$ cat config.mk
export PLATFORM = sky130hd
export DESIGN_NAME = arc4_rem
export DESIGN_NICKNAME = d
export VERILOG_FILES = /design/src/sv/arc4_pkg.sv /design/src/sv/arc4_rem.sv
export SDC_FILE = /design/constraint.sdc
export NUM_CORES = 1
export LEC_CHECK = 0
export BUFFER_PORTS_ARGS = -buffer_cell sky130_fd_sc_hd__buf_4
export CAP_MARGIN = 20
export CELL_PAD_IN_SITES_DETAIL_PLACEMENT = 0
export CELL_PAD_IN_SITES_GLOBAL_PLACEMENT = 1
export CORE_UTILIZATION = 44
export DETAILED_ROUTE_END_ITERATION = 8
export PLACE_DENSITY_LB_ADDON = 0.1
export SLEW_MARGIN = 0
export SYNTH_ARGS = -nofsm -noshare
export SYNTH_HDL_FRONTEND = slang
export SYNTH_SLANG_ARGS = --single-unit
$ cat constraint.sdc
create_clock -name clk -period 3.7 [get_ports clk]
set_clock_uncertainty 0.15 [all_clocks]
set_input_delay 0.74 -clock clk [delete_from_list [all_inputs] [get_ports clk]]
set_output_delay 0.74 -clock clk [all_outputs]
set_load 0.005 [all_outputs]
$ cat src/sv/arc4_pkg.sv
`default_nettype none
package arc4_pkg;

	localparam int KEY_MAX = 128;
	localparam int KEY_AW  = $clog2(KEY_MAX);
	localparam int KEY_CW  = $clog2(KEY_MAX + 1);
	localparam int CFG_W   = 21;

	localparam logic [11:0] DISCARD_RESET = 12'd1024;
	localparam logic [20:0] BUDGET_RESET  = 21'd1600000;

	// request codes
	localparam logic [1:0] REQ_RESET = 2'd0;
	localparam logic [1:0] REQ_KEY   = 2'd1;
	localparam logic [1:0] REQ_WORD  = 2'd2;
	localparam logic [1:0] REQ_UNIF  = 2'd3;

	// configuration register indexes
	localparam logic CFG_DISCARD = 1'b0;
	localparam logic CFG_RESEED  = 1'b1;

	typedef struct packed {
		logic [1:0]  req_type;
		logic [7:0]  key_byte;
		logic        last_key;
		logic [31:0] bound;
	} arc4_req_t;

	typedef struct packed {
		logic [31:0] word;
		logic        reseed_due;
	} arc4_rsp_t;

	typedef enum logic [3:0] {
		ST_SWEEP, ST_IDLE,
		ST_MIX0, ST_MIX1, ST_MIX2, ST_MIX3,
		ST_BYTE0, ST_BYTE1, ST_BYTE2, ST_BYTE3,
		ST_LOW, ST_MOD
	} arc4_state_t;

	typedef enum logic [1:0] {
		MODE_DISCARD, MODE_PLAIN, MODE_UNIF
	} arc4_mode_t;

	// budget after one word, saturating at zero
	function automatic logic [20:0] budget_dec(input logic [20:0] b);
		budget_dec = (b >= 21'd4) ? b - 21'd4 : 21'd0;
	endfunction

endpackage
`default_nettype wire

$ cat src/sv/arc4_rem.sv
`default_nettype none
// Serial remainder: one quotient bit per cycle.
module arc4_rem import arc4_pkg::*; (
	input  wire logic        clk,
	input  wire logic        arst_n,
	input  wire logic        start,
	input  wire logic [31:0] dividend,
	input  wire logic [31:0] divisor,
	output logic             done,
	output logic [31:0]      rem
);
	logic [5:0]  cnt_q;
	logic        run_q;
	logic        done_q;
	logic [31:0] dvd_q;
	logic [31:0] dvs_q;
	logic [31:0] rem_q;
	logic [32:0] trial;

	assign trial = {rem_q, dvd_q[31]};

	// control
	always_ff @(posedge clk or negedge arst_n) begin
		if (!arst_n) begin
			run_q  <= 1'b0;
			done_q <= 1'b0;
			cnt_q  <= '0;
		end else begin
			done_q <= 1'b0;
			if (start) begin
				run_q <= 1'b1;
				cnt_q <= '0;
			end else if (run_q) begin
				cnt_q <= cnt_q + 6'd1;
				if (cnt_q == 6'd31) begin
					run_q  <= 1'b0;
					done_q <= 1'b1;
				end
			end
		end
	end

	// restoring step
	always_ff @(posedge clk) begin
		if (start) begin
			dvd_q <= dividend;
			dvs_q <= divisor;
			rem_q <= '0;
		end else if (run_q) begin
			dvd_q <= {dvd_q[30:0], 1'b0};
			if (trial >= {1'b0, dvs_q})
				rem_q <= 32'(trial - {1'b0, dvs_q});
			else
				rem_q <= trial[31:0];
		end
	end

	assign done = done_q;
	assign rem  = rem_q;
endmodule
`default_nettype wire

==> summary.md <==
| Metric | Value |
|---|---|
| Multi-input gate area | 2800 sq um |
| EDFF count, synth | 64 |
| Hold Fails Final Rpt | 0 |
| Setup bufs post-CTS | 0 |
| Overall Global Routing Usage | 0.203 |
| Worst stage delay on the critical path | 0.47 ns |
| Setup TNS | 0 ns |
| Status | complete, no violations |
| CP endpoint kind | register |
| Post-DR wirelength/cell | 15.7 um |
| Final hold slack | 0.0303 ns |
| DRC viols | 0 |
| Die Height | 118 um |
| Worst endpoint required time | 3.78 ns |
| P_leak | 3.05 nW |
| PwrDens | 718 nW/um^2 |
| Internal | 0.00309 W |
| Max VDD drop | 0.497 mV |
| First-pass GRT wire length | 22200 um |
| Register Area | 2760 sq um |
| Syn_nets | 686 |
| Slew Limit Fails | 0 |
| Total CTS buffers | 9 |
| Routed wire length | 13400 um |
| Number of synthesized register bits | 104 |
| Unrepaired setup endpoints after global routing | false |
| Cell Area, Placed | 6770 sq um |
| Port Buf Inserts | 99 |
| Area delta synth->final | 19.5% |
| Final setup viols | 0 |
| CP Launch Type | register |
| Initial Util | 0.449 |
| Final antenna-violating net count | 0 |
| Min-delay worst type | in -> async |
| CTS Sinks | 104 |
| Net Switching | 0.00199 W |
| Site Rows | 42 |
| Delay-heaviest family, CP | compound AO/OA/AOI/OAI gates |
| Commonest register cell after synthesis | edfxtp_1 |
| Worst Slack Setup Final | 0.381 ns |
| Syn. warnings | 0 |
| Initial antenna violation count | 0 |
| Post-synth ARST share | 0.0769 |
| Drt pass-1 iters | 4 |
| Ports | 100 |
| FMAX | 301 MHz |
| Clk root buf | clkbuf_16 |
| Final HPWL DP | 9940 um |
| 1st-iter DRT viols | 233 |
| Post-synthesis sequential area ratio | 0.466 |
| Mean Syn Cell Area | 10.1 sq um |
| GRT Residual Overflow | 0 |
| CP Buf/Inv Count | 2 |
| CTS hold repair buffers | 0 |
| Inserted Diodes | 0 |
| Die width | 118 um |
| Final GP Congestion | 0.846 |
| Core area | 13200 sq um |
| CTS tree | done |
| Critical path, cell by cell | inv_1, ha_1, inv_1, fa_1, a21o_1, and4_1, o21ai_1, a21oi_2, o211ai_2, a31oi_1, or4_1, a311oi_1, nor3_1 |
| CTS resizes | 0 |
| Critical path class | reg -> reg |
| Cells after synthesis | 585 |
| Pre-CTS WS | 0.398 ns |
| Final min period | 3.32 ns |
| Synth cell types | 57 |
| Comb power frac | 0.471 |
| Final instance area | 7080 sq um |
| Vias | 4554 |
| NumNets Final | 772 |
| Share of cells above drive strength 1 | 0.251 |
| Clk pin slew, worst setup/hold paths | 0.08 ns |
| Seq pwr share | 0.329 |
| FILL cells | 1208 |
| H-tree depth | 3 |
| Critical Path Slowest Stage Cell | or4_1 |
| Clock Tree Buf Depth | 2 |
| Switching Fraction | 0.391 |
| Max Cap Violations | 0 |
| Vias in the first global route | 4575 |
| Largest net degree at the start of global routing | 39 |
| Arrival time at the worst endpoint | 3.40 ns |
| Synthesized area | 5920 sq um |
| Rel. slew slack | 0.598 |
| Die ar. | 13900 sq um |
| Vias per inst | 5.35 |
| Tcrit/Tclk final | 0.897 |
| Clk pwr share | 0.200 |
| CP most frequent cell | inv_1 |
| Slew @ Worst Pin | 0.598 ns |
| Crit-path max FO | 3 |
| Worst-Skew Late Latency | 0.36 ns |
final timing paths:
path                                 from        to  slack [ns]  cells past startpoint
worst max-delay path            dvd_q[31]   rem[30]        0.38                     13
max in group asynchronous          arst_n  cnt_q[2]        3.23                      1
min in group clk                   rem[2]    rem[2]        0.34                      2
worst min-delay path               arst_n  cnt_q[4]        0.03                      1
worst max register to register  dvd_q[31]   rem[30]        0.38                     13
worst min register to register     rem[2]    rem[2]        0.34                      2
stage by stage:
step                cells  total power, W  utilization
floorplan             585         0.00342            -
global placement      836         0.00408        0.513
detailed placement    836         0.00410        0.513
CTS                   852         0.00513        0.537
global route          852         0.00546        0.537
finish                852         0.00508        0.537
layout by cell type (no fill, tap or decap), types with 3 or more instances in the layout:
master and instances:
o21a_1 5, o21ai_0 22, xor2_1 17, buf_4 107, nor2_1 58, inv_6 3
nand2b_1 3, xnor2_1 12, nand2_1 38, o21ai_1 9, mux2i_1 11, a311oi_1 3
clkbuf_16 9, nor3_1 8, a21oi_1 48, ha_1 33, a21oi_2 8, nand4_1 12
or3_1 3, inv_1 44, dfrtp_1 8, a211oi_1 23, o21bai_1 4, nand3_1 12
a21o_1 10, dfxtp_1 32, mux2_2 31, edfxtp_1 64, nor2b_1 4
worst reg2reg max path, stage by stage, from the launching register on:
cell and delay, ns:
edfxtp_1 0.39, inv_1 0.07, ha_1 0.16, inv_1 0.06, fa_1 0.40, a21o_1 0.21, and4_1 0.23, o21ai_1 0.24
a21oi_2 0.12, o211ai_2 0.22, a31oi_1 0.14, or4_1 0.47, a311oi_1 0.27, nor3_1 0.08
flip-flops by register name, indices dropped and copies added (netlist names):
| signal | cells |
|---|---|
| cnt_q | 6 |
| run_q | 1 |
| dvs_q | 32 |
| dvd_q | 32 |
| rem | 32 |
| done | 1 |
final cells by class:
class,count,share of cell area
multi-input cells,404,0.396
inverters,44,0.0233
repair buffers,108,0.116
flip-flops and latches,104,0.390
clock inverters,7,0.0117
well taps,176,0.0311
clock buffers,9,0.0318
metal layers:
metal,track usage,routed length (um),vias up
met2,0.339,6430,109
met4,0.0865,330,0
li1,-,-,2275
met5,0,0,-
met3,0.0460,648,21
met1,0.251,5950,2149
power groups by stage:
stage / Sequential (W) / Clock (W) / Combinational (W)
floorplan: 0.00166 / 0 / 0.00176
global placement: 0.00169 / 0 / 0.00239
detailed placement: 0.00170 / 0 / 0.00240
CTS: 0.00168 / 0.00104 / 0.00241
global route: 0.00171 / 0.00108 / 0.00267
finish: 0.00167 / 0.00102 / 0.00240
cells by family after synthesis:
family          synth area share
fa+ha+maj                 0.0731
flops                      0.466
compound gates             0.163
mux                       0.0775
buf+inv                   0.0615
xor+xnor                  0.0429
simple gates               0.116
synth_stat cells (all sizes together) (2+ instances only):
| master | number | area [sq um] |
|---|---|---|
| ha | 33 | 413 |
| a21oi | 57 | 323 |
| inv | 44 | 165 |
| buf | 21 | 148 |
| clkbuf | 11 | 41.3 |
| nand2 | 38 | 143 |
| mux2 | 31 | 349 |
| a311oi | 5 | 56.3 |
| or2 | 2 | 12.5 |
| dfxtp | 32 | 641 |
| and3 | 2 | 12.5 |
| a21o | 10 | 75.1 |
| nor2b | 5 | 33.8 |
| mux2i | 11 | 110 |
| edfxtp | 64 | 1920 |
| o21ai | 32 | 164 |
| nor3 | 9 | 50.1 |
| or3 | 3 | 18.8 |
| xnor2 | 12 | 105 |
| a41oi | 2 | 17.5 |
| a211oi | 23 | 173 |
| nand2b | 3 | 18.8 |
| a31oi | 2 | 12.5 |
| nor4 | 2 | 12.5 |
| xor2 | 17 | 149 |
| nand3 | 12 | 60.1 |
| o21bai | 4 | 30.0 |
| o21a | 5 | 37.5 |
| dfrtp | 8 | 200 |
| nor2 | 58 | 218 |
| nand4 | 12 | 75.1 |
No activity file was read; power rests on OpenSTA's default activity.
